===== config.mk =====
export PLATFORM = sky130hd
export DESIGN_NAME = message_deframer_with_subscriber_table_core
export DESIGN_NICKNAME = d
export VERILOG_FILES = /design/src/mdst_pkg.sv /design/src/mdst_ctrl.sv /design/src/mdst_datapath.sv /design/src/message_deframer_with_subscriber_table_core.sv
export SDC_FILE = /design/constraint.sdc
export NUM_CORES = 1
export LEC_CHECK = 0
export BUFFER_PORTS_ARGS = -buffer_cell sky130_fd_sc_hd__buf_2
export CORE_MARGIN = 5
export CORE_UTILIZATION = 45
export CTS_CLUSTER_SIZE = 14
export DETAILED_ROUTE_END_ITERATION = 12
export PLACE_DENSITY = 0.7
export SLEW_MARGIN = 40
export SYNTH_ARGS = -nofsm -noshare
export SYNTH_HDL_FRONTEND = slang
export SYNTH_SLANG_ARGS = --single-unit

===== constraint.sdc =====
create_clock -name clk -period 12.5 [get_ports clk]
set_clock_uncertainty 0.1 [all_clocks]
set_input_delay 1.25 -clock clk [delete_from_list [all_inputs] [get_ports clk]]
set_output_delay 1.25 -clock clk [all_outputs]
set_load 0.02 [all_outputs]

===== src/mdst_pkg.sv =====
// Shared constants and controller/datapath interface types for the message
// deframer with subscriber table. No dependencies.
`default_nettype none

package mdst_pkg;

    // Table and packet sizing
    localparam int MAX_SUBSCRIBERS  = 5;
    localparam int MAX_PACKET_BYTES = 1500;
    localparam int POS_W            = 11;
    localparam int HDR_LEN          = 8;

    // Header field offsets
    localparam int OFS_VERSION = 0;
    localparam int OFS_FLAGS   = 3;
    localparam int OFS_ID_HI   = 4;
    localparam int OFS_ID_LO   = 5;
    localparam int OFS_SIZE_HI = 6;
    localparam int OFS_SIZE_LO = 7;

    // Message codes
    localparam logic [7:0]  PROTO_VERSION = 8'd1;
    localparam logic [15:0] SYS_ID_LIMIT  = 16'h000F;
    localparam logic [15:0] ADD_SUB_ID    = 16'h0003;

    // Result kinds
    localparam logic KIND_PAYLOAD = 1'b0;
    localparam logic KIND_SUMMARY = 1'b1;

    // Controller to datapath
    typedef struct packed {
        logic load;     // input transfer taken this cycle
        logic sel_pay;  // present the payload result on the output
    } mdst_cmd_t;

    // Datapath to controller
    typedef struct packed {
        logic emit_pay; // current input byte yields a payload result
        logic emit_sum; // current input byte yields a summary result
    } mdst_stat_t;

endpackage

`default_nettype wire


===== src/mdst_ctrl.sv =====
// Handshake controller: tracks which results are pending in the output
// registers. Depends on mdst_pkg.
`default_nettype none

module mdst_ctrl (
    input  wire                 clk,
    input  wire                 rst_n,
    input  wire                 s_tvalid,
    output logic                s_tready,
    output logic                m_tvalid,
    input  wire                 m_tready,
    input  mdst_pkg::mdst_stat_t stat,
    output mdst_pkg::mdst_cmd_t  cmd
);
    import mdst_pkg::*;

    // Pending-result states
    localparam logic [1:0] ST_EMPTY = 2'd0;
    localparam logic [1:0] ST_PAY   = 2'd1;
    localparam logic [1:0] ST_SUM   = 2'd2;
    localparam logic [1:0] ST_BOTH  = 2'd3;

    logic [1:0] state_reg;
    logic [1:0] state_next;
    logic       take;
    logic       acc;

    // Input may enter when the output is empty or its only result leaves now
    assign m_tvalid = (state_reg != ST_EMPTY);
    assign s_tready = (state_reg == ST_EMPTY) ||
                      (m_tready && ((state_reg == ST_PAY) || (state_reg == ST_SUM)));
    assign take     = m_tvalid && m_tready;
    assign acc      = s_tvalid && s_tready;

    assign cmd.load    = acc;
    assign cmd.sel_pay = (state_reg == ST_PAY) || (state_reg == ST_BOTH);

    // Next state
    always_comb
    begin
        state_next = state_reg;
        if (acc)
        begin
            state_next = {stat.emit_sum, stat.emit_pay};
        end
        else if (take)
        begin
            case (state_reg)
                ST_BOTH:  state_next = ST_SUM;
                ST_PAY:   state_next = ST_EMPTY;
                ST_SUM:   state_next = ST_EMPTY;
                default:  state_next = ST_EMPTY;
            endcase
        end
    end

    always_ff @(posedge clk or negedge rst_n)
    begin
        if (!rst_n)
        begin
            state_reg <= ST_EMPTY;
        end
        else
        begin
            state_reg <= state_next;
        end
    end

endmodule

`default_nettype wire


===== src/mdst_datapath.sv =====
// Datapath: header capture, payload gating, subscriber table and result
// registers. Depends on mdst_pkg.
`default_nettype none

module mdst_datapath (
    input  wire                  clk,
    input  wire                  rst_n,
    input  wire  [7:0]           rx_byte,
    input  wire  [31:0]          sender_ip,
    input  wire                  end_of_packet,
    input  mdst_pkg::mdst_cmd_t  cmd,
    output mdst_pkg::mdst_stat_t stat,
    output logic                 kind,
    output logic [15:0]          msg_id,
    output logic [15:0]          payload_size,
    output logic [7:0]           msg_flags,
    output logic [7:0]           payload_byte,
    output logic                 subscriber_added,
    output logic                 table_full,
    output logic                 last
);
    import mdst_pkg::*;

    // Packet state
    logic [POS_W-1:0] pos_reg, pos_next;
    logic [7:0]       ver_reg, ver_next;
    logic [7:0]       flg_reg, flg_next;
    logic [15:0]      id_reg, id_next;
    logic [15:0]      size_reg, size_next;

    // Subscriber table
    logic [31:0]                addr_reg [MAX_SUBSCRIBERS];
    logic [MAX_SUBSCRIBERS-1:0] vld_reg;
    logic [MAX_SUBSCRIBERS-1:0] match;
    logic [MAX_SUBSCRIBERS-1:0] wr_sel;
    logic                       present;
    logic                       tbl_full;

    // Result registers
    logic [15:0] pay_id_reg, pay_size_reg;
    logic [7:0]  pay_flg_reg, pay_data_reg;
    logic [15:0] sum_id_reg, sum_size_reg;
    logic [7:0]  sum_flg_reg;
    logic        sum_added_reg, sum_full_reg;

    logic        in_range;
    logic [15:0] pay_ofs;
    logic        emit_pay;
    logic        hdr_ok;
    logic        is_sys;
    logic        add_req;
    logic        do_add;

    // Header capture and byte counting
    assign in_range = (pos_reg < POS_W'(MAX_PACKET_BYTES));
    assign pay_ofs  = 16'({5'd0, pos_reg} - 16'(HDR_LEN));

    always_comb
    begin
        ver_next  = ver_reg;
        flg_next  = flg_reg;
        id_next   = id_reg;
        size_next = size_reg;
        pos_next  = pos_reg;
        if (in_range)
        begin
            pos_next = pos_reg + POS_W'(1);
            case (pos_reg)
                POS_W'(OFS_VERSION): ver_next  = rx_byte;
                POS_W'(OFS_FLAGS):   flg_next  = rx_byte;
                POS_W'(OFS_ID_HI):   id_next   = {rx_byte, 8'd0};
                POS_W'(OFS_ID_LO):   id_next   = {id_reg[15:8], rx_byte};
                POS_W'(OFS_SIZE_HI): size_next = {rx_byte, 8'd0};
                POS_W'(OFS_SIZE_LO): size_next = {size_reg[15:8], rx_byte};
                default:             ;
            endcase
        end
    end

    // Payload byte gating
    assign emit_pay = in_range && (pos_reg >= POS_W'(HDR_LEN)) &&
                      (ver_reg == PROTO_VERSION) && (id_reg >= SYS_ID_LIMIT) &&
                      (pay_ofs < size_reg);

    assign stat.emit_pay = emit_pay;
    assign stat.emit_sum = end_of_packet;

    // Summary decode
    assign hdr_ok  = (pos_next >= POS_W'(HDR_LEN)) && (ver_next == PROTO_VERSION);
    assign is_sys  = (id_next < SYS_ID_LIMIT);
    assign add_req = hdr_ok && is_sys && (id_next == ADD_SUB_ID);

    // Table lookup: valid entries form a prefix, so the first free slot is the write slot
    always_comb
    begin
        logic found;
        found  = 1'b0;
        wr_sel = '0;
        for (int i = 0; i < MAX_SUBSCRIBERS; i++)
        begin
            match[i] = vld_reg[i] && (addr_reg[i] == sender_ip);
            if (!found && !vld_reg[i])
            begin
                wr_sel[i] = 1'b1;
                found     = 1'b1;
            end
        end
    end

    assign present  = |match;
    assign tbl_full = &vld_reg;
    assign do_add   = cmd.load && end_of_packet && add_req && !present && !tbl_full;

    // Control-side registers
    always_ff @(posedge clk or negedge rst_n)
    begin
        if (!rst_n)
        begin
            pos_reg  <= '0;
            ver_reg  <= '0;
            flg_reg  <= '0;
            id_reg   <= '0;
            size_reg <= '0;
            vld_reg  <= '0;
        end
        else if (cmd.load)
        begin
            if (end_of_packet)
            begin
                pos_reg  <= '0;
                ver_reg  <= '0;
                flg_reg  <= '0;
                id_reg   <= '0;
                size_reg <= '0;
            end
            else
            begin
                pos_reg  <= pos_next;
                ver_reg  <= ver_next;
                flg_reg  <= flg_next;
                id_reg   <= id_next;
                size_reg <= size_next;
            end
            if (do_add)
            begin
                vld_reg <= vld_reg | wr_sel;
            end
        end
    end

    // Table addresses and result payload
    always_ff @(posedge clk)
    begin
        for (int i = 0; i < MAX_SUBSCRIBERS; i++)
        begin
            if (do_add && wr_sel[i])
            begin
                addr_reg[i] <= sender_ip;
            end
        end
        if (cmd.load)
        begin
            pay_id_reg    <= id_reg;
            pay_size_reg  <= size_reg;
            pay_flg_reg   <= flg_reg;
            pay_data_reg  <= rx_byte;
            sum_id_reg    <= (hdr_ok && !is_sys) ? id_next : 16'd0;
            sum_size_reg  <= (hdr_ok && !is_sys) ? size_next : 16'd0;
            sum_flg_reg   <= hdr_ok ? flg_next : 8'd0;
            sum_added_reg <= add_req && !present && !tbl_full;
            sum_full_reg  <= add_req && !present && tbl_full;
        end
    end

    // Output selection
    always_comb
    begin
        if (cmd.sel_pay)
        begin
            kind             = KIND_PAYLOAD;
            msg_id           = pay_id_reg;
            payload_size     = pay_size_reg;
            msg_flags        = pay_flg_reg;
            payload_byte     = pay_data_reg;
            subscriber_added = 1'b0;
            table_full       = 1'b0;
            last             = 1'b0;
        end
        else
        begin
            kind             = KIND_SUMMARY;
            msg_id           = sum_id_reg;
            payload_size     = sum_size_reg;
            msg_flags        = sum_flg_reg;
            payload_byte     = 8'd0;
            subscriber_added = sum_added_reg;
            table_full       = sum_full_reg;
            last             = 1'b1;
        end
    end

endmodule

`default_nettype wire


===== src/message_deframer_with_subscriber_table_core.sv =====
// Top level of the message deframer with subscriber table.
// Depends on mdst_pkg, mdst_ctrl and mdst_datapath.
//
// Usage:
//   Slave stream carries one datagram byte per transfer with the sender
//   address; s_tlast marks the final byte. The master stream carries
//   results: payload bytes of user messages (m_tuser 0) and one summary
//   per datagram (m_tuser 1, m_tlast 1) with id, size, flags and the
//   subscriber-table outcome.
//   A result is registered and presented in the cycle after the input
//   transfer. Throughput: one byte per cycle while the receiver takes
//   every result. A final byte that also carries payload yields two
//   results; the input then waits while the payload result drains. The
//   output registers hold one input's results; s_tready is high when
//   they are empty or their single result leaves.
//   When the receiver stalls, results hold and input is refused.
//   Reset empties the subscriber table and clears the header state; the
//   table keeps its contents across datagrams until the next reset.
`default_nettype none

module message_deframer_with_subscriber_table_core (
    input  wire         clk,
    input  wire         rst_n,
    input  wire         s_tvalid,
    output logic        s_tready,
    input  wire  [39:0] s_tdata,   // [7:0] rx_byte, [39:8] sender_ip
    input  wire         s_tlast,   // end_of_packet
    output logic        m_tvalid,
    input  wire         m_tready,
    output logic [55:0] m_tdata,   // [15:0] msg_id, [31:16] payload_size,
                                   // [39:32] msg_flags, [47:40] payload_byte,
                                   // [48] subscriber_added, [49] table_full,
                                   // [55:50] zero
    output logic        m_tuser,   // kind
    output logic        m_tlast    // last
);
    import mdst_pkg::*;

    mdst_cmd_t   cmd;
    mdst_stat_t  stat;
    logic [15:0] msg_id;
    logic [15:0] payload_size;
    logic [7:0]  msg_flags;
    logic [7:0]  payload_byte;
    logic        subscriber_added;
    logic        table_full;

    mdst_ctrl u_ctrl (
        .clk      (clk),
        .rst_n    (rst_n),
        .s_tvalid (s_tvalid),
        .s_tready (s_tready),
        .m_tvalid (m_tvalid),
        .m_tready (m_tready),
        .stat     (stat),
        .cmd      (cmd)
    );

    mdst_datapath u_dp (
        .clk              (clk),
        .rst_n            (rst_n),
        .rx_byte          (s_tdata[7:0]),
        .sender_ip        (s_tdata[39:8]),
        .end_of_packet    (s_tlast),
        .cmd              (cmd),
        .stat             (stat),
        .kind             (m_tuser),
        .msg_id           (msg_id),
        .payload_size     (payload_size),
        .msg_flags        (msg_flags),
        .payload_byte     (payload_byte),
        .subscriber_added (subscriber_added),
        .table_full       (table_full),
        .last             (m_tlast)
    );

    // Pack result fields
    assign m_tdata = {6'd0, table_full, subscriber_added, payload_byte,
                      msg_flags, payload_size, msg_id};

endmodule

`default_nettype wire


-- Word-level counts from Yosys, hierarchy flattened
Memories as Yosys holds them, arrays and structs flattened.
Index checks and enable logic that the tools add are counted.
- add/sub/neg operators: 2
- $mul: 0
- div/mod/pow operators: 0
- $lt $le $gt $ge: 6
- equality and inequality tests: 16
- shift operators: 0
- muxes and demuxes: 54
- bitwise gates (word level): 1
- reductions and logical operators: 56
- operator list (kind ; count):
    $eq A32 B32 Y1 ; 5
    $mux W32 ; 4
    $reduce_or A32 Y1 ; 4
    $mux W16 ; 6
    $mux W8 ; 8
    $pmux W16 S2 ; 2
    $eq A11 B3 Y1 const B ; 4
    $logic_and A1 B1 Y1 ; 32
    $mux W1 ; 25
    $ge A11 B4 Y1 const B ; 2
    $mux W11 ; 2
    $eq A16 B2 Y1 const B ; 1
    $eq A8 B1 Y1 const B ; 2
    $ge A16 B4 Y1 const B ; 1
    $lt A16 B16 Y1 ; 1
    $lt A16 B4 Y1 const B ; 1
    $mux W3 ; 4
    $sub A11 B4 Y12 const B ; 1
    $add A11 B1 Y11 const B ; 1
    $eq A11 B2 Y1 const B ; 1
    $logic_not A11 Y1 ; 1
    $lt A11 B11 Y1 const B ; 1
    $logic_not A1 Y1 ; 10
    $mux W2 ; 3
    other kinds (9) ; 13
- register bits after elaboration: 156
- bits in latches: 0
- RAM bits: 160
- ROM bits: 0
- input bits: 45
- output and inout bits: 60
- word-level logic and storage cells: 152
- memories kept: 1
- memories (memory ; words ; width ; rd ports ; clocked after memory_dff ; write ports ; line ; source):
    u_dp.addr_reg ; 5 ; 32 ; 5 ; 0 ; 1 ; mdst_datapath.sv:32 ; logic [31:0] addr_reg [MAX_SUBSCRIBERS];

-- Longest topological paths before layout
- word-level depth: 18
- gate-level depth with buffers: 12
- depth with buffers taken out: 11

-- Hierarchy
Synthesis repeated with hierarchy kept, for this count alone.
- cell total of the unflattened synthesis: 1097
- area total of the unflattened synthesis: 14581.5 µm²
- modules (own cells, without submodules) (module ; times used ; cells each ; area each (µm²)):
    mdst_datapath ; 1 ; 1067 ; 14332.5
    mdst_ctrl ; 1 ; 21 ; 185.2
    message_deframer_with_subscriber_table_core ; 1 ; 9 ; 63.8

-- Least setup slack after synthesis
No wires, ideal clock.
- kind: input to register
- start: in s_tdata[6]
- end: mem u_dp.addr_reg[3][4], in the netlist u_dp.addr_reg[0][100] (enable)
- setup time: 0.502 ns
- data arrival time: 5.980 ns
- data required time: 11.898 ns
- setup slack: 5.918 ns
- cell stages on the path: 8
- buffers on the path: 1
- cells stage by stage: clkbuf_1 nor4_1 nand2_1 a2111oi_0 a21o_4 nand2_1 or3_1 nor4_1
- longest elaborated chain between the ends: 17
- RTL lines (element ; line ; source):
    from (decl) ; message_deframer_with_subscriber_table_core.sv:26 ; input wire [39:0] s_tdata,
    branches (longest 5 deep; another with $lt A16 B4 Y1) ; -- ;
    $logic_and A1 B1 Y1 * ; mdst_datapath.sv:91 ; assign add_req = hdr_ok && is_sys && (id_next == ADD_SUB_ID);
    $logic_and A1 B1 Y1 * (3 in a row) ; mdst_datapath.sv:112 ; assign do_add = cmd.load && end_of_packet && add_req && !present && !tbl_full;
    $logic_and A1 B1 Y1 ; mdst_datapath.sv:156 ; if (do_add && wr_sel[i])
    $mux W1 ; mdst_datapath.sv:156 ;
    $mux W1 (not written as such) ; mdst_datapath.sv:158 ; addr_reg[i] <= sender_ip;
    $reduce_or A32 Y1 (no line) ; -- ;
    $mux W3 (no line) / $mux W1 (equally long branches) (4 in a row) ; -- ;
    to (decl) ; mdst_datapath.sv:32 ;
Every way passes the cells marked *.

-- Worst setup path in the final report
- start: in m_tready
- end: mem u_dp.addr_reg[4][3], in the netlist u_dp.addr_reg[0][131] (enable)
- longest elaborated chain between the ends: 15
- RTL lines (element ; line ; source):
    from (decl) ; message_deframer_with_subscriber_table_core.sv:29 ; input wire m_tready,
    $logic_and A1 B1 Y1 * ; mdst_ctrl.sv:31 ; (m_tready && ((state_reg == ST_PAY) || (state_reg == ST_SUM)));
    $logic_or A1 B1 Y1 * ; mdst_ctrl.sv:30 ; assign s_tready = (state_reg == ST_EMPTY) ||
    $logic_and A1 B1 Y1 * ; mdst_ctrl.sv:33 ; assign acc = s_tvalid && s_tready;
    $logic_and A1 B1 Y1 * (4 in a row) ; mdst_datapath.sv:112 ;
    $logic_and A1 B1 Y1 ; mdst_datapath.sv:156 ;
    $mux W1 ; mdst_datapath.sv:156 ;
    $mux W1 (not written as such) ; mdst_datapath.sv:158 ;
    $reduce_or A32 Y1 (no line) ; -- ;
    $mux W3 (no line) / $mux W1 (equally long branches) (4 in a row) ; -- ;
Every way passes the cells marked *; elsewhere a longest branch is shown, timed or not.

==> results.toml <==
[power_and_ir_drop]
p_sw_frac = 0.271
p_clk_frac = 0.383
seqPwrFrac = 0.459
power_density_nw_per_um2 = 162
p_int_w = 0.00200
peakVddDrop_v = 0.000151
fin_total_pwr_w = 0.00275
p_sw_w = 0.000745
combPwrFrac = 0.158
p_leak_nw = 6.00

[job]
maxCapViolations = 0

[synthesis]
synth.distinct_cells = 63
synth_area_um2 = 15000
synth_warnings = 0
netlist_instances = 1191
ys_seq_elements = 316
async_flop_share = 0.209
avgSynthCellArea_um2 = 12.6
synth_edf_count = 250
synth_flop_cell = "edfxtp_1"
yosysSeqAreaShare = 0.612

[finish]
layout_common_cells = "250 x edfxtp_1, 98 x buf_2, 93 x nand2_1, 93 x xnor2_1, 68 x xor2_1"
final_common_cell = "edfxtp_1"
syn_to_final_growth_pct = 13.7
final_area_um2 = 17000
largest_reg_flops = 160
diodes = 0
finish.net_count = 1331
drive_gt1_frac = 0.177

[timing]
fmax_mhz = 237
hold_viol = 0
tightest_slew_ns = 0.847
setup_ws_ns = 8.29
hold_ws_ns = 0.357
slew_headroom = 0.435
setup-tns-final_ns = 0
finalSetupViolations = 0
maxSlewViolCount = 0
min_period_ns = 4.21
rsz0062_at_grt = "no"
post-route-period-util = 0.337

[place]
portBuffers = 98
dp_hpwl_um = 24400
placed_area_um2 = 15800
globalplace.congestion = 0.867
pre_cts_ws_ns = 7.77

[routing]
wire_per_inst_um = 21.3
wl_met1_um = 15700
drc = 0
ant_nets = 0
num_vias = 9961
firstDrtPassIters = 5
top_layer_used = "met4"
routed-wl-met2_um = 17000
routed_wl_um = 36900
drtIter0Drc = 995
viasPerCell = 5.76
dr_wl_met3_um = 2820

[critical_path]
worstPathMaxFanout = 58
startpoint_type = "input pin"
required_ns = 12.57
r2r_end = "u_dp.addr_reg[0][131]$_DFFE_PP_"
worstReg2RegStart = "u_ctrl.state_reg[1]$_DFFE_PN0P_"
rrSetupSlack_ns = 8.41
cp-end-kind = "register"
cp.arrival_ns = 4.28
rr_worst_depth = 9
crit_type = "input pin to register"
crit_start = "m_tready"

[clock_tree]
clkLatencyLatePin_ns = 0.53
htreeDepth = 2
cts_resized = 0
post-cts-setup-buffer-count = 0
clock-sinks = 316
clkSlewWorstSetupHoldPaths_ns = 0.06
cts_made_buffers = 35
hold_buffers = 0
clockBufferDepth = 3
cts_tree = "done"
root_buffer = "clkbuf_16"

[hold_path]
hold_path_class = "register to register"
holdPathEnd = "u_dp.pay_flg_reg[7]$_DFFE_PP_"
hp-start = "u_dp.flg_reg[7]$_DFFE_PN0P_"
hold_depth = 0

[global_routing]
grt_antenna_before_repair = 0
overflow = 0
grt_pass1_wl_um = 56400
first_global_vias = 9814
grt_start_max_net_pins = 67
grt.total_usage = 0.198

[floorplanning]
rows = 66
die_x_um = 192
dieArea_um2 = 37000
core_area_um2 = 32700
io_pins = 105
die_h_um = 192
start_util = 0.458

[outcome]
outcome = "finished, final reports clean"
## worst max-delay path by stage
stage / endpoint / slack, ns / cells past startpoint
6_report: u_dp.addr_reg[0][131]$_DFFE_PP_ / 8.29 / 8
5_1_grt: u_dp.addr_reg[0][131]$_DFFE_PP_ / 8.04 / 8
4_1_cts: u_dp.addr_reg[0][158]$_DFFE_PP_ / 8.30 / 8
3_5_place_dp: u_dp.addr_reg[0][147]$_DFFE_PP_ / 7.77 / 8
3_3_place_gp: u_dp.addr_reg[0][132]$_DFFE_PP_ / 7.84 / 8
2_1_floorplan: u_dp.addr_reg[0][100]$_DFFE_PP_ / 5.92 / 8
## metal layers
metal,track usage,vias up
met5,0,-
met4,0.0762,0
met3,0.0344,89
met2,0.313,430
met1,0.274,4915
li1,-,4527
## power groups by stage
stage | sequential (W) | clock (W) | combinational, W
finish | 0.00126 | 0.00105 | 0.000434
global route | 0.00127 | 0.00112 | 0.000477
CTS | 0.00126 | 0.00107 | 0.000434
detailed placement | 0.00128 | 0 | 0.000431
global placement | 0.00128 | 0 | 0.000419
floorplan | 0.00127 | 0 | 0.000310
## worst max-delay path, stage by stage
cell and delay (ns):
buf_2 0.09, a21o_1 0.13, nand2_1 0.47, inv_4 0.75
nand2_1 0.32, or4_4 0.67, nor4_2 0.17, buf_4 0.42
## cell type report
cell class              count  area (um2)
clock buffers              45         955
repair buffers            109         577
flip-flops and latches    316        9160
multi-input cells         763        5380
inverters                  37         141
well taps                 442         553
clock inverters            18         239
fillers                  2805       15700
## Yosys cell counts (3+ instances only)
master	count	area [um2]
o22ai_1	3	18.8
clkbuf_1	56	210
nand2_1	93	349
mux2_2	40	450
o31ai_1	11	82.6
a21o_1	6	45.0
xor2_1	68	596
a21oi_1	14	70.1
or4_1	3	22.5
nor3_1	12	60.1
a22oi_1	40	300
nor4_1	42	263
edfxtp_1	250	7510
o21ai_1	5	25.0
buf_1	6	22.5
nand4_1	46	288
nand3b_1	5	37.5
nor4b_1	7	61.3
o2111ai_1	7	61.3
nor2_1	63	236
nand3_1	16	80.1
and3_1	7	43.8
nor2b_1	6	37.5
xnor2_1	93	815
a31oi_1	3	18.8
o21ai_0	52	260
dfrtp_1	66	1650
inv_1	37	139
or3_1	3	18.8
ha_1	24	300
nand2b_1	25	156
mux2i_1	9	90.1
a22o_1	8	70.1
or4_4	3	33.8
buf_4	9	67.6
buf_2	8	40.0
and2_1	10	62.6
## kinds of logic after synthesis
| family | share of synthesized area |
|---|---|
| AND/OR/NAND/NOR | 0.130 |
| flip-flops | 0.612 |
| AO/OA/AOI/OAI | 0.0732 |
| XOR/XNOR | 0.0942 |
| buffers and inverters | 0.0328 |
| multiplexers | 0.0371 |
| adder cells (fa/ha/maj) | 0.0201 |
| other | 0.000251 |
## metrics by stage
step,util,cells
final,0.520,1730
after CTS,0.520,1730
after global placement,0.483,1667
after detailed placement,0.483,1667
after global routing,0.520,1730
after floorplan,-,1196
Power figures use the tool's default switching activity.
